File: src/hdl/pcxd_pkg.sv
// ----------------------------------------------------------------------------
// pcxd_pkg: shared types and constants for the pcx rle palette decoder
// widths of the stream fields, command format between front and back,
// register indexes and back-end states
// ----------------------------------------------------------------------------
`timescale 1ns / 1ps
`default_nettype none

package pcxd_pkg;

    // field widths
    localparam int COL_W = 15;
    localparam int ROW_W = 16;
    localparam int IDX_W = 8;
    localparam int CNT_W = 6;
    localparam int CLR_W = 8;
    localparam int RGB_W = 3 * CLR_W;
    localparam int CFG_W = 16;

    // defaults for top level parameters
    localparam int PALETTE_DEPTH_DEF = 256;
    localparam int QUEUE_DEPTH_DEF   = 4;

    // stream byte decoding
    localparam logic [1:0]       MARKER_CODE = 2'b11;
    localparam logic [CNT_W-1:0] LITERAL_CNT = CNT_W'(1);

    // request kinds carried on tuser
    localparam logic REQ_PALETTE = 1'b0;
    localparam logic REQ_DATA    = 1'b1;

    // configuration register indexes
    localparam logic CFG_BYTES_PER_LINE = 1'b0;
    localparam logic CFG_ROW_COUNT      = 1'b1;

    // reset values of the configuration registers
    localparam logic [COL_W-1:0] BPL_RESET  = COL_W'(1);
    localparam logic [ROW_W-1:0] ROWS_RESET = ROW_W'(1);

    typedef enum logic [1:0] {
        CMD_PWRITE,
        CMD_PIXELS,
        CMD_MARKER
    } cmd_kind_t;

    // one command queued between front and back
    typedef struct packed {
        cmd_kind_t        kind;
        logic [IDX_W-1:0] idx;
        logic [RGB_W-1:0] rgb;
        logic [CNT_W-1:0] count;
    } cmd_t;

    // queue status seen by the front and the back
    typedef struct packed {
        logic full;
        logic valid;
    } q_status_t;

    typedef enum logic [1:0] {
        ST_IDLE,
        ST_LOOKUP,
        ST_EMIT
    } back_state_t;

endpackage

`default_nettype wire

File: src/hdl/pcxd_queue.sv
// ----------------------------------------------------------------------------
// pcxd_queue: short command queue between front and back
// register based fifo, one push (while not full) and one pop (while not empty) a cycle
// ----------------------------------------------------------------------------
`timescale 1ns / 1ps
`default_nettype none

module pcxd_queue
    import pcxd_pkg::*;
#(
    parameter int DEPTH = QUEUE_DEPTH_DEF,
    localparam int PW   = $clog2(DEPTH),
    localparam int CW   = $clog2(DEPTH + 1)
) (
    input  wire logic      clk,
    input  wire logic      rst_n,
    input  wire logic      push,
    input  wire cmd_t      push_cmd,
    input  wire logic      pop,
    output cmd_t           head_cmd,
    output q_status_t      status
);

    cmd_t          mem_reg [DEPTH];
    logic [PW-1:0] wr_ptr_reg, wr_ptr_next;
    logic [PW-1:0] rd_ptr_reg, rd_ptr_next;
    logic [CW-1:0] count_reg, count_next;

    // pointer and fill count update
    always_comb
    begin
        wr_ptr_next = wr_ptr_reg;
        rd_ptr_next = rd_ptr_reg;
        count_next  = count_reg;
        if (push)
        begin
            wr_ptr_next = (wr_ptr_reg == PW'(DEPTH - 1)) ? '0 : wr_ptr_reg + PW'(1);
        end
        if (pop)
        begin
            rd_ptr_next = (rd_ptr_reg == PW'(DEPTH - 1)) ? '0 : rd_ptr_reg + PW'(1);
        end
        if (push && !pop)
        begin
            count_next = count_reg + CW'(1);
        end
        else if (pop && !push)
        begin
            count_next = count_reg - CW'(1);
        end
    end

    always_ff @(posedge clk or negedge rst_n)
    begin
        if (!rst_n)
        begin
            wr_ptr_reg <= '0;
            rd_ptr_reg <= '0;
            count_reg  <= '0;
        end
        else
        begin
            wr_ptr_reg <= wr_ptr_next;
            rd_ptr_reg <= rd_ptr_next;
            count_reg  <= count_next;
        end
    end

    // entry storage
    always_ff @(posedge clk)
    begin
        if (push)
        begin
            mem_reg[wr_ptr_reg] <= push_cmd;
        end
    end

    assign head_cmd     = mem_reg[rd_ptr_reg];
    assign status.full  = (count_reg == CW'(DEPTH));
    assign status.valid = (count_reg != '0);

`ifndef NO_ASSERTIONS
    a_count_bound: assert property (@(posedge clk) disable iff (!rst_n)
        count_reg <= CW'(DEPTH))
        else $error("queue fill count above depth");

    a_no_push_full: assert property (@(posedge clk) disable iff (!rst_n)
        push |-> !status.full)
        else $error("push into full queue");

    a_no_pop_empty: assert property (@(posedge clk) disable iff (!rst_n)
        pop |-> status.valid)
        else $error("pop from empty queue");
`endif

endmodule

`default_nettype wire

File: config.mk
export PLATFORM = sky130hd
export DESIGN_NAME = pcxd_queue
export DESIGN_NICKNAME = d
export VERILOG_FILES = /design/src/hdl/pcxd_pkg.sv /design/src/hdl/pcxd_queue.sv
export SDC_FILE = /design/constraint.sdc
export NUM_CORES = 1
export LEC_CHECK = 0
export CAP_MARGIN = 0
export CELL_PAD_IN_SITES_DETAIL_PLACEMENT = 0
export CELL_PAD_IN_SITES_GLOBAL_PLACEMENT = 1
export CORE_ASPECT_RATIO = 0.7
export CORE_MARGIN = 10
export CORE_UTILIZATION = 59
export CTS_CLUSTER_DIAMETER = 200
export DETAILED_ROUTE_END_ITERATION = 16
export DONT_BUFFER_PORTS = 1
export PLACE_DENSITY_LB_ADDON = 0.05
export SETUP_SLACK_MARGIN = 0.4
export SYNTH_ARGS = -nofsm -noshare
export SYNTH_HDL_FRONTEND = slang
export SYNTH_SLANG_ARGS = --single-unit
export TNS_END_PERCENT = 5
File: constraint.sdc
create_clock -name clk -period 3.8 [get_ports clk]
set_input_delay 0.19 -clock clk [delete_from_list [all_inputs] [get_ports clk]]
set_output_delay 0.19 -clock clk [all_outputs]
set_load 0.05 [all_outputs]
==> impl_metrics.toml <==
[run_status]
status = "finished, final reports clean"

[yosys]
syn_area_sq_um = 6240
synthDominantCellAreaShare = 0.770
ys_seq_area_frac = 0.798
synth.distinct_cells = 20
ys_warn_count = 0
netlist_top_cells_area = "edfxtp_1 (77%), mux4_2 (14%), dfrtp_1 (2.8%)"
synth.largest_area_cell = "edfxtp_1"
syn_avg_cell_area_sq_um = 25.3
syn_nets = 298
ys_ff_latch = 167
netlist_instances = 247

[clocking]
cts_tree = "done"
clk_root_buffer_cell = "clkbuf_16"
cts_max_level = 4
cts_resized = 0
clock-sinks = 167
clockBufferDepth = 2
worstSkewPairLatency_ns = 0.42
clk_pin_slew_ns = 0.06
post-cts-setup-buffer-count = 0
cts_buffers = 17

[routing]
drt_pre_antenna_iters = 4
via_per_inst = 5.92
drtAntennaViolNets = 0
drc = 0
wl_um = 11100
wl_per_cell_um = 24.9
drtIter0Drc = 145
vias = 2645

[global_route]
first_global_vias = 2883
grt_pass1_wl_um = 17000
grt_util_all_layers = 0.152
grt_antenna_before_repair = 1
grt_start_max_net_pins = 43
globalRouteOverflowTotal = 0

[layout]
nFillCells = 609
layout_common_cells = "edfxtp_1 (160), dlygate4sd3_1 (43), mux4_2 (38), clkbuf_16 (17), ha_1 (6)"
seq_area_sq_um = 4980
drive_gt1_frac = 0.255
fin_nets = 352
syn_to_final_growth_pct = 17.0
final_common_cell = "edfxtp_1"
largest_reg_flops = 160
multiInputGateArea_sq_um = 1140

[timing]
fmax_ghz = 0.406
finalHoldWorstSlack_ns = 0.0765
hold_viol_final = 0
setup_tns_ns = 0
min_period_ns = 2.46
setup_viol = 0
finClkSkew_ns = 0.00870
post-route-period-util = 0.648
rsz0062_at_grt = "no"
max_slew_margin = 0.281
worstMarginPinSlew_ns = 1.08
maxSlewViolCount = 0

[critical_path]
cp.arrival_ns = 2.27
critPathLaunchType = "flip-flop"
critical_path_class = "reg -> out"
required_ns = 3.61
path_max_fanout = 19
cp-end-kind = "output port"

[power_and_ir_drop]
ir_worst_vdd_v = 0.000527
leakagePower_uw = 0.00239
fin_total_pwr_uw = 6250
power_density_nw_per_um2 = 855

[die]
fp.dieW_um = 143
start_util = 0.605
coreArea_sq_um = 10300
dieArea_sq_um = 15200
die-height_um = 106
num_io_pins = 86
rows = 31

[placed_design]
place.gp.congestion = 0.664
numPortBuffers = 0
post-dp-hpwl_um = 6520

[run]
max-cap-violations = 0

[hold_path]
hp-class = "in -> reg"
==> cells by family (layout without fill, tap and decap cells) <==
kind of cell	count (synthesis)	count (layout)	share of synthesized area
xor+xnor	3	3	0.00421
simple gates	11	11	0.00922
fa+ha+maj	7	7	0.0152
mux	43	43	0.151
compound gates	2	2	0.00160
buf+inv	14	81	0.0208
other cells	0	1	0
flops	167	167	0.798
==> path summary, 6_finish.rpt <==
| check | from | to | slack [ns] | cells past startpoint |
|---|---|---|---|---|
| worst min register to register | count_reg[2] | count_reg[2] | 0.51 | 1 |
| max in group asynchronous | rst_n | rd_ptr_reg[1] | 3.38 | 1 |
| worst max-delay path | rd_ptr_reg[0] | head_cmd[6] | 1.34 | 2 |
| worst min-delay path | push | count_reg[0] | 0.08 | 2 |
| worst max register to register | wr_ptr_reg[0] | mem_reg[2][21] | 1.87 | 3 |
| min in group asynchronous | rst_n | count_reg[0] | 0.12 | 1 |
==> cell type report <==
cell class	instances	share of cell area
inverter	4	0.00206
clock buffer	18	0.0588
sequential	167	0.682
timing repair buffer	45	0.0610
tap	132	0.0226
clock inverter	14	0.0170
antenna	1	0.000343
multi-input combinational	66	0.156
==> stage by stage <==
step / cell area, sq um / cells / utilization / setup WS [ns]
finish: 7300 / 447 / 0.708 / 1.34
global route: 7300 / 447 / 0.708 / 1.20
CTS: 7300 / 446 / 0.708 / 1.28
detailed placement: 6320 / 371 / 0.612 / 1.72
global placement: 6320 / 371 / 0.612 / 1.77
floorplan: 6240 / 247 / - / 1.81
==> layer usage <==
layer | wire length (um) | share of wire | global-route usage | up-vias
met5 | 0 | 0 | 0 | -
met3 | 830 | 0.074 | 0.0636 | 11
met1 | 4510 | 0.40 | 0.178 | 1398
met4 | 122 | 0.011 | 0.0639 | 0
li1 | - | - | - | 1150
met2 | 5680 | 0.51 | 0.244 | 86
==> synth_stat cells <==
library cell	number
fa_1	1
nor3b_1	1
or3_1	1
nand2_1	2
xor2_1	2
dfrtp_1	7
buf_12	4
nor2_1	3
edfxtp_1	160
and2_1	4
clkbuf_1	1
buf_2	4
o21ai_0	2
buf_6	1
mux4_2	38
mux4_1	2
inv_1	4
ha_1	6
mux2_2	3
xnor2_1	1
==> worst max-delay path, stage by stage (launching register included) <==
cell and delay (ns):
dfrtp_2 0.66, buf_4 0.45, mux4_2 0.73
==> power by group <==
| group | switching, uW | total (uW) | internal, uW |
|---|---|---|---|
| Combinational | 1500 | 2060 | 566 |
| Sequential | 225 | 2600 | 2380 |
| Clock | 680 | 1580 | 904 |
==> timing repair <==
action                                  in CTS  in global routing
hold endpoints to repair                   171                  0
endpoints found under the setup margin       0                  0
hold buffers                                43                  0
Power figures use the tool's default switching activity.
