**config.mk**
```make
export PLATFORM = sky130hd
export DESIGN_NAME = pcxd_front
export DESIGN_NICKNAME = d
export VERILOG_FILES = /design/src/hdl/pcxd_pkg.sv /design/src/hdl/pcxd_front.sv
export SDC_FILE = /design/constraint.sdc
export NUM_CORES = 1
export LEC_CHECK = 0
export BUFFER_PORTS_ARGS = -buffer_cell sky130_fd_sc_hd__buf_2
export CORE_MARGIN = 3
export CORE_UTILIZATION = 34
export DETAILED_ROUTE_END_ITERATION = 12
export GPL_TIMING_DRIVEN = 0
export PLACE_DENSITY = 0.85
export SKIP_CTS_REPAIR_TIMING = 1
export SYNTH_ARGS = -nofsm -noshare
export SYNTH_HDL_FRONTEND = slang
export SYNTH_SLANG_ARGS = --single-unit
```
**constraint.sdc**
```tcl
create_clock -name clk -period 2.5 [get_ports clk]
set_input_delay 0.375 -clock clk [delete_from_list [all_inputs] [get_ports clk]]
set_output_delay 0.375 -clock clk [all_outputs]
set_load 0.02 [all_outputs]
```
**src/hdl/pcxd_pkg.sv**
```systemverilog
// ----------------------------------------------------------------------------
// pcxd_pkg: shared types and constants for the pcx rle palette decoder
// widths of the stream fields, command format between front and back,
// register indexes and back-end states
// ----------------------------------------------------------------------------
`timescale 1ns / 1ps
`default_nettype none

package pcxd_pkg;

    // field widths
    localparam int COL_W = 15;
    localparam int ROW_W = 16;
    localparam int IDX_W = 8;
    localparam int CNT_W = 6;
    localparam int CLR_W = 8;
    localparam int RGB_W = 3 * CLR_W;
    localparam int CFG_W = 16;

    // defaults for top level parameters
    localparam int PALETTE_DEPTH_DEF = 256;
    localparam int QUEUE_DEPTH_DEF   = 4;

    // stream byte decoding
    localparam logic [1:0]       MARKER_CODE = 2'b11;
    localparam logic [CNT_W-1:0] LITERAL_CNT = CNT_W'(1);

    // request kinds carried on tuser
    localparam logic REQ_PALETTE = 1'b0;
    localparam logic REQ_DATA    = 1'b1;

    // configuration register indexes
    localparam logic CFG_BYTES_PER_LINE = 1'b0;
    localparam logic CFG_ROW_COUNT      = 1'b1;

    // reset values of the configuration registers
    localparam logic [COL_W-1:0] BPL_RESET  = COL_W'(1);
    localparam logic [ROW_W-1:0] ROWS_RESET = ROW_W'(1);

    typedef enum logic [1:0] {
        CMD_PWRITE,
        CMD_PIXELS,
        CMD_MARKER
    } cmd_kind_t;

    // one command queued between front and back
    typedef struct packed {
        cmd_kind_t        kind;
        logic [IDX_W-1:0] idx;
        logic [RGB_W-1:0] rgb;
        logic [CNT_W-1:0] count;
    } cmd_t;

    // queue status seen by the front and the back
    typedef struct packed {
        logic full;
        logic valid;
    } q_status_t;

    typedef enum logic [1:0] {
        ST_IDLE,
        ST_LOOKUP,
        ST_EMIT
    } back_state_t;

endpackage

`default_nettype wire

```
**src/hdl/pcxd_front.sv**
```systemverilog
// ----------------------------------------------------------------------------
// pcxd_front: item intake and classification
// turns palette writes, count markers and index bytes into queued commands
// ----------------------------------------------------------------------------
`timescale 1ns / 1ps
`default_nettype none

module pcxd_front
    import pcxd_pkg::*;
(
    input  wire logic             clk,
    input  wire logic             rst_n,
    input  wire logic             s_tvalid,
    output logic                  s_tready,
    input  wire logic             req_type,
    input  wire logic [IDX_W-1:0] palette_index,
    input  wire logic [CLR_W-1:0] in_red,
    input  wire logic [CLR_W-1:0] in_green,
    input  wire logic [CLR_W-1:0] in_blue,
    input  wire logic [IDX_W-1:0] data_byte,
    input  wire q_status_t        q_status,
    output logic                  push,
    output cmd_t                  push_cmd
);

    logic             pending_reg, pending_next;
    logic [CNT_W-1:0] run_len_reg, run_len_next;
    logic             accept;
    logic             is_marker;

    assign s_tready  = !q_status.full;
    assign accept    = s_tvalid && s_tready;
    assign is_marker = (data_byte[IDX_W-1 -: 2] == MARKER_CODE);

    // classify the accepted item
    always_comb
    begin
        pending_next   = pending_reg;
        run_len_next   = run_len_reg;
        push           = 1'b0;
        push_cmd.kind  = CMD_PIXELS;
        push_cmd.idx   = data_byte;
        push_cmd.rgb   = {in_red, in_green, in_blue};
        push_cmd.count = LITERAL_CNT;
        if (accept)
        begin
            priority if (req_type == REQ_PALETTE)
            begin
                push          = 1'b1;
                push_cmd.kind = CMD_PWRITE;
                push_cmd.idx  = palette_index;
            end
            else if (pending_reg)
            begin
                // index byte after a count marker
                push           = 1'b1;
                push_cmd.count = run_len_reg;
                pending_next   = 1'b0;
                run_len_next   = '0;
            end
            else if (is_marker)
            begin
                // count byte, still queued so the back can check the image end
                push          = 1'b1;
                push_cmd.kind = CMD_MARKER;
                pending_next  = 1'b1;
                run_len_next  = data_byte[CNT_W-1:0];
            end
            else
            begin
                // single literal index
                push = 1'b1;
            end
        end
    end

    always_ff @(posedge clk or negedge rst_n)
    begin
        if (!rst_n)
        begin
            pending_reg <= 1'b0;
            run_len_reg <= '0;
        end
        else
        begin
            pending_reg <= pending_next;
            run_len_reg <= run_len_next;
        end
    end

endmodule

`default_nettype wire

```
==> results of run 1 <==
## stage by stage
stage	worst slack, ns	power [W]	hold WS, ns
2_1_floorplan	0.906	0.000269	0.0794
3_3_place_gp	0.738	0.000324	0.206
3_5_place_dp	0.710	0.000328	0.208
4_1_cts	0.710	0.000427	-0.0541
5_1_grt	0.649	0.000451	0.387
6_report	0.709	0.000421	0.388
## worst max-delay path by stage
stage                     depth (start not counted)  slack, ns           end
final                                             6       0.71  push_cmd[36]
after global routing                              6       0.65  push_cmd[31]
after CTS                                         6       0.71  push_cmd[36]
after detailed placement                          6       0.71  push_cmd[36]
after global placement                            6       0.74  push_cmd[36]
after floorplan                                   4       0.91  push_cmd[30]
## final cells by class
class	instances	area share (%)
sequential	7	16.5
clock buffer	3	2.12
multi-input combinational	31	28.9
inverter	1	0.354
tap	25	2.95
timing repair buffer	63	30.2
buffer	26	18.5
clock inverter	1	0.472
## routing by layer
metal | part of all wire, % | vias to the layer above
li1 | - | 329
met4 | 0.55 | 0
met2 | 52 | 49
met5 | 0 | -
met3 | 15 | 2
met1 | 32 | 296
## placed cells by master (no fill, tap or decap), drive strengths merged, types with 2 or more instances in the layout
master and count:
dfrtp 7, a22o 6, buf 88, nand2 2
clkbuf 3, mux2 8, and2 5
## cell families (layout without fill, tap and decap cells)
logic type / Yosys count / after routing / synth area share [%]
flops: 7 / 7 / 25.7
mux: 8 / 8 / 17.6
buf+inv: 27 / 94 / 29.4
simple gates: 14 / 14 / 17.1
compound gates: 9 / 9 / 10.3
## power by group through the flow
stage / Combinational [W] / Sequential (W) / Clock (W)
2_1_floorplan: 0.000123 / 0.000146 / 0
3_3_place_gp: 0.000177 / 0.000148 / 0
3_5_place_dp: 0.000179 / 0.000149 / 0
4_1_cts: 0.000180 / 0.000147 / 0.0000996
5_1_grt: 0.000192 / 0.000149 / 0.000110
6_report: 0.000179 / 0.000147 / 0.0000946
==> results.md, run 1 <==
- Status: complete, no violations
- Max Cap Viol: 0
- Switch Pwr: 0.000133 W
- FF+latch count, synth: 7
- Initial antenna violation count: 0
- Die height: 50.8 µm
- CP top delay family: buffers and inverters
- 1st-iter DRT viols: 9
- Worst rel slew slack: 77.7%
- Hold Crit Depth: 2
- Clock slew at reported path FFs: 0.05 ns
- Worst-path fanout max: 8
- Startpoint of the worst hold path: data_byte[4]
- Hold endpoint: run_len_reg[4]
- Largest area contributor in the netlist: buf_4
- Ys flop type: dfrtp_1
- Global routing usage on met3: 3.86%
- Starting Density: 37.8%
- Number of H-tree levels: 1
- Worst r2r src: pending_reg
- Average wire per standard cell: 10.4 µm
- Clock root buffer: clkbuf_4
- Io pins: 88
- Layout cells sized above 1: 78.8%
- Internal power: 0.000287 W
- Post-Syn Area: 682 µm²
- Max stage delay cell, worst path: mux2_4
- Async S/R FF share, synth: 100%
- LEAKAGE: 0.646 nW
- Maximum clock rate: 0.558 GHz
- Fillers: 162
- Post-synth EDFFs: 0
- Largest stage delay on the critical path: 0.30 ns
- Clk buf depth: 2
- Setup crit start kind: primary input
- Post-synthesis average cell area: 10.5 µm²
- CTS tree: yes
- Final hold vios: 0
- P per Cell Area: 396 nW/µm²
- Latest clock arrival within the worst-skew pair: 0.24 ns
- Power share of the combinational group: 42.5%
- Worst path buffer plus inverter count: 3
- Post-Route Setup TNS: 0 ns
- Synth top area cells: buf_4, dfrtp_1, mux2_4
- Die X: 50.8 µm
- Drt total wl: 1.64 mm
- Overall Global Routing Usage: 12.0%
- N_diodes: 0
- Flop pwr share: 35.0%
- Setup crit end kind: output port
- Max VDD drop: 0.000259 V
- Post-Synthesis Cells: 65
- Worst R2R End: run_len_reg[2]
- Placement-stage cell area: 1020 µm²
- Finished Cell Area: 1060 µm²
- First-pass GRT wire length: 2.33 mm
- Clock sinks: 7
- Met1 Track Usage GR: 10.7%
- Hold Path Class: in -> reg
- Vias in the first global route: 584
- Kind of critical path: in -> out
- Core Util, Final: 58.9%
- Core area: 1800 µm²
- Tmin final: 1.79 ns
- Clock power frac: 22.5%
- FF/Latch Area: 175 µm²
- DRT antenna net count: 0
- Most common cell in the netlist: buf_4
- Rows: 15
- Crit path launch: s_tvalid
- Dpl cells: 152
- Flop-to-flop setup slack: 1.36 ns
- Fin crit share: 71.7%
- Worst reg2reg path depth: 4
- RSZ-0062 raised after global routing: false
- Synth cell types: 19
- Die ar.: 2580 µm²
- Final Setup Violations: 0
- P&R area growth vs syn: 55.6%
- Most Used Layer, Global Route: met2
- Switch share: 31.7%
- Arrival @ worst endpoint: 1.42 ns
- Fin nets: 179
- Top cells by count, synth: buf_4, mux2_4, dfrtp_1, a22o_1, and2_1
- DRC: 0
- Flip-flop count of the largest register after layout: 6
- Remaining Overflow, GRT: 0
- Clock skew: 0.00140 ns
- Layout Cells excl Fill: 157
- Synthesized Nets: 111
- Area occupied by multi-input gates: 307 µm²
- Vias: 676
- Hpwl dp: 1.51 mm
- Worst Path Required: 2.12 ns
- Vias per Instance: 4.31
- Max Slew Vio Count: 0
- RePlAce Congestion: 0.811
- Num CTS Buffers: 3
- Most frequent CP cell: buf_2
- Met2 usage: 23.9%
- Crit-path cells: buf_2, nor2b_4, and2b_1, buf_6, mux2_4, buf_2
- Register area share after synthesis: 25.7%
- YS warnings: 0
- Drt pass-1 iters: 3
- Port-buffer cells: 62
- Pin count of the biggest net entering global routing: 9
- Post-synth top area share: 26.4%
- Tightest Pin Transition: 0.334 ns
(Power assumes the default switching activity.)
==> run 2, diff against run 1 <==
--- a/config.mk
+++ b/config.mk
@@ -5,12 +5,13 @@
 export SDC_FILE = /design/constraint.sdc
 export NUM_CORES = 1
 export LEC_CHECK = 0
+export ABC_AREA = 1
 export BUFFER_PORTS_ARGS = -buffer_cell sky130_fd_sc_hd__buf_2
 export CORE_MARGIN = 3
-export CORE_UTILIZATION = 34
+export CORE_UTILIZATION = 32
 export DETAILED_ROUTE_END_ITERATION = 12
 export GPL_TIMING_DRIVEN = 0
-export PLACE_DENSITY = 0.85
+export PLACE_DENSITY = 0.8
 export SKIP_CTS_REPAIR_TIMING = 1
 export SYNTH_ARGS = -nofsm -noshare
 export SYNTH_HDL_FRONTEND = slang
==> constraint.sdc (replaced) <==
create_clock -name clk -period 1.8 [get_ports clk]
set_input_delay 0.27 -clock clk [delete_from_list [all_inputs] [get_ports clk]]
set_output_delay 0.27 -clock clk [all_outputs]
set_load 0.02 [all_outputs]
==> run 2 against run 1 <==
Net effect: flip-flop and latch count is the same; sequential share of layout area shrank 0.38 points; final area grew 2.4%; first-iteration DRC count grew 22%; total power grew 43%; synthesized area grew 3.5%; hold slack lost 0.12 ns; critical path depth shrank 2; count of clock-buffer cells in the layout grew 1; register-to-register slack lost 0.58 ns; critical endpoint is now push_cmd[39]; largest cell class unchanged; largest power group unchanged.
==> results.md, run 2 <==
- Area occupied by multi-input gates: 294 µm² (-4.1%)
- Switch share: 36.8% (+5.1 points)
- Post-Route Setup TNS: 0 ns (unchanged)
- Post-synth EDFFs: 0 (unchanged)
- Most common cell after layout, fill and taps aside: buf_2
- Worst Path Required: 1.53 ns (-0.59 ns)
- YS warnings: 0 (unchanged)
- Tightest Pin Transition: 0.280 ns (-0.0534 ns)
- Power share of the combinational group: 42.7% (+0.2 points)
- Arrival @ worst endpoint: 1.30 ns (-0.12 ns)
- Hpwl dp: 1.75 mm (+15%)
- Synth cell types: 17 (-2)
- P&R area growth vs syn: 53.9%
- Fin crit share: 87.5%
- Flip-flop count of the largest register after layout: 6 (unchanged)
- FF+latch count, synth: 7 (unchanged)
- Final Setup Violations: 0 (unchanged)
- RePlAce Congestion: 0.758 (-6.6%)
- FF/Latch Area: 175 µm² (unchanged)
- Drt pass-1 iters: 4 (+1)
- Crit-path cells: nor2_2, nand2_1, inv_1, buf_2
- Largest stage delay on the critical path: 0.44 ns (+0.14 ns)
- Io pins: 88 (unchanged)
- Drt total wl: 1.94 mm (+19%)
- N_diodes: 0 (unchanged)
- Worst path buffer plus inverter count: 2 (-1)
- Post-Syn Area: 706 µm² (+3.5%)
- Worst rel slew slack: 81.3% (+3.6 points)
- Die ar.: 2800 µm² (+8.7%)
- Hold Path Class: in -> reg
- Core Util, Final: 53.7% (-5.2 points)
- DRC: 0 (unchanged)
- Synth top area cells: buf_4, dfrtp_1, nand2_1
- 1st-iter DRT viols: 11 (+2)
- Starting Density: 34.9% (-2.9 points)
- CP top delay family: flip-flops
- Pin count of the biggest net entering global routing: 11 (+2)
- Remaining Overflow, GRT: 0 (unchanged)
- Register area share after synthesis: 24.8% (-0.87 points)
- Fin Hold WS: 0.270 ns (-0.118 ns)
- Fin nets: 217 (+21%)
- Die X: 53.0 µm (+4.3%)
- Clock root buffer: clkbuf_4
- Average wire per standard cell: 9.86 µm (-5.5%)
- Clk buf depth: 2 (unchanged)
- RSZ-0062 raised after global routing: false
- Tmin final: 1.57 ns
- Clock power frac: 23.5% (+1.0 points)
- Vias in the first global route: 742 (+27%)
- Max Slew Vio Count: 0 (unchanged)
- DRT antenna net count: 0 (unchanged)
- Port-buffer cells: 62 (unchanged)
- Max stage delay cell, worst path: dfrtp_1
- Vias per Instance: 4.22 (-2.0%)
- Internal power: 0.000380 W (+32%)
- Switch Pwr: 0.000221 W (+66%)
- Post-Synthesis Cells: 103 (+58%)
- Die height: 53.0 µm (+4.3%)
- CTS tree: yes
- Top cells by count, synth: nand2_1, buf_4, nand3_1, inv_1, dfrtp_1
- Latest clock arrival within the worst-skew pair: 0.25 ns (about the same)
- Flop pwr share: 33.7% (-1.3 points)
- Setup crit end kind: output port
- Post-synth top area share: 26.6% (+0.17 points)
- Number of H-tree levels: 1 (unchanged)
- Maximum clock rate: 0.635 GHz
- Max Cap Viol: 0 (unchanged)
- Clock skew: 0.000653 ns (-0.000746 ns)
- Num CTS Buffers: 3 (unchanged)
- Largest area contributor in the netlist: buf_4
- Layout cells sized above 1: 58.8% (-20 points)
- Ys flop type: dfrtp_1
- Final hold vios: 0 (unchanged)
- Clock slew at reported path FFs: 0.05 ns (about the same)
- Initial antenna violation count: 0 (unchanged)
- Kind of critical path: reg -> out
- Vias: 831 (+23%)
- Commonest non-fill, non-tap cells in the layout: buf_2, nand2_1, buf_4
- Synthesized Nets: 149 (+34%)
- Rows: 16 (+1)
- LEAKAGE: 0.697 nW (+7.9%)
- Fillers: 205 (+27%)
- Core area: 2020 µm² (+12%)
- First-pass GRT wire length: 3.06 mm (+31%)
- Overall Global Routing Usage: 14.9% (+2.8 points)
- Status: complete, no violations
- Async S/R FF share, synth: 100% (unchanged)
- Max VDD drop: 0.000224 V (-13%)
- Worst-path fanout max: 8 (unchanged)
- Post-synthesis average cell area: 6.85 µm² (-35%)
- P per Cell Area: 553 nW/µm² (+40%)
- Most common cell in the netlist: nand2_1
- Setup crit start kind: flop
- Clock sinks: 7 (unchanged)
run 2: stage by stage:
stage	worst slack [ns]	instances	cell area (µm²)	power, W
after CTS	0.201	196	1080	0.000611
after detailed placement	0.480	192	1050	0.000463
final	0.226	197	1090	0.000601
after global routing	0.128	197	1090	0.000647
after global placement	0.494	192	1050	0.000456
after floorplan	0.530	103	706	0.000375
run 2: logic make-up after synthesis:
logic type             count (synthesis)  share of synthesized area, %
and+or+nand+nor                       58                          40.2
buffers and inverters                 36                          33.5
DFF                                    7                          24.8
AOI/OAI and AO/OA                      2                          1.42
run 2: final timing paths:
check / end / cells past startpoint / slack, ns / from
worst max register to register: pending_reg / 3 / 0.78 / pending_reg
worst min-delay path: run_len_reg[1] / 3 / 0.27 / data_byte[1]
min in group asynchronous: run_len_reg[1] / 2 / 0.38 / rst_n
max in group asynchronous: run_len_reg[4] / 2 / 1.27 / rst_n
worst min register to register: run_len_reg[0] / 2 / 0.48 / run_len_reg[0]
worst max-delay path: push_cmd[39] / 4 / 0.23 / pending_reg
run 2: final cells by class:
type / instances / share of cell area [%]
plain buffers: 26 / 18.3
flip-flops and latches: 7 / 16.1
well taps: 27 / 3.11
clock buffers: 4 / 2.42
inverters: 10 / 3.46
multi-input cells: 60 / 27.1
repair buffers: 63 / 29.5
run 2: worst min-delay path: stages:
cell	delay [ns]
buf_2	0.08
nand3_1	0.06
nand2_1	0.07
run 2: metal layers:
metal	track usage [%]	routed length [µm]
met2	25.6	954
met3	3.38	236
met1	15.9	715
met5	0	0
met4	10.2	36
run 2: power by group through the flow:
stage                     clock network [W]  registers (W)  logic, W
final                              0.000141       0.000203  0.000257
after global routing               0.000157       0.000205  0.000286
after CTS                          0.000149       0.000203  0.000259
after detailed placement                  0       0.000205  0.000258
after global placement                    0       0.000203  0.000253
after floorplan                           0       0.000200  0.000175
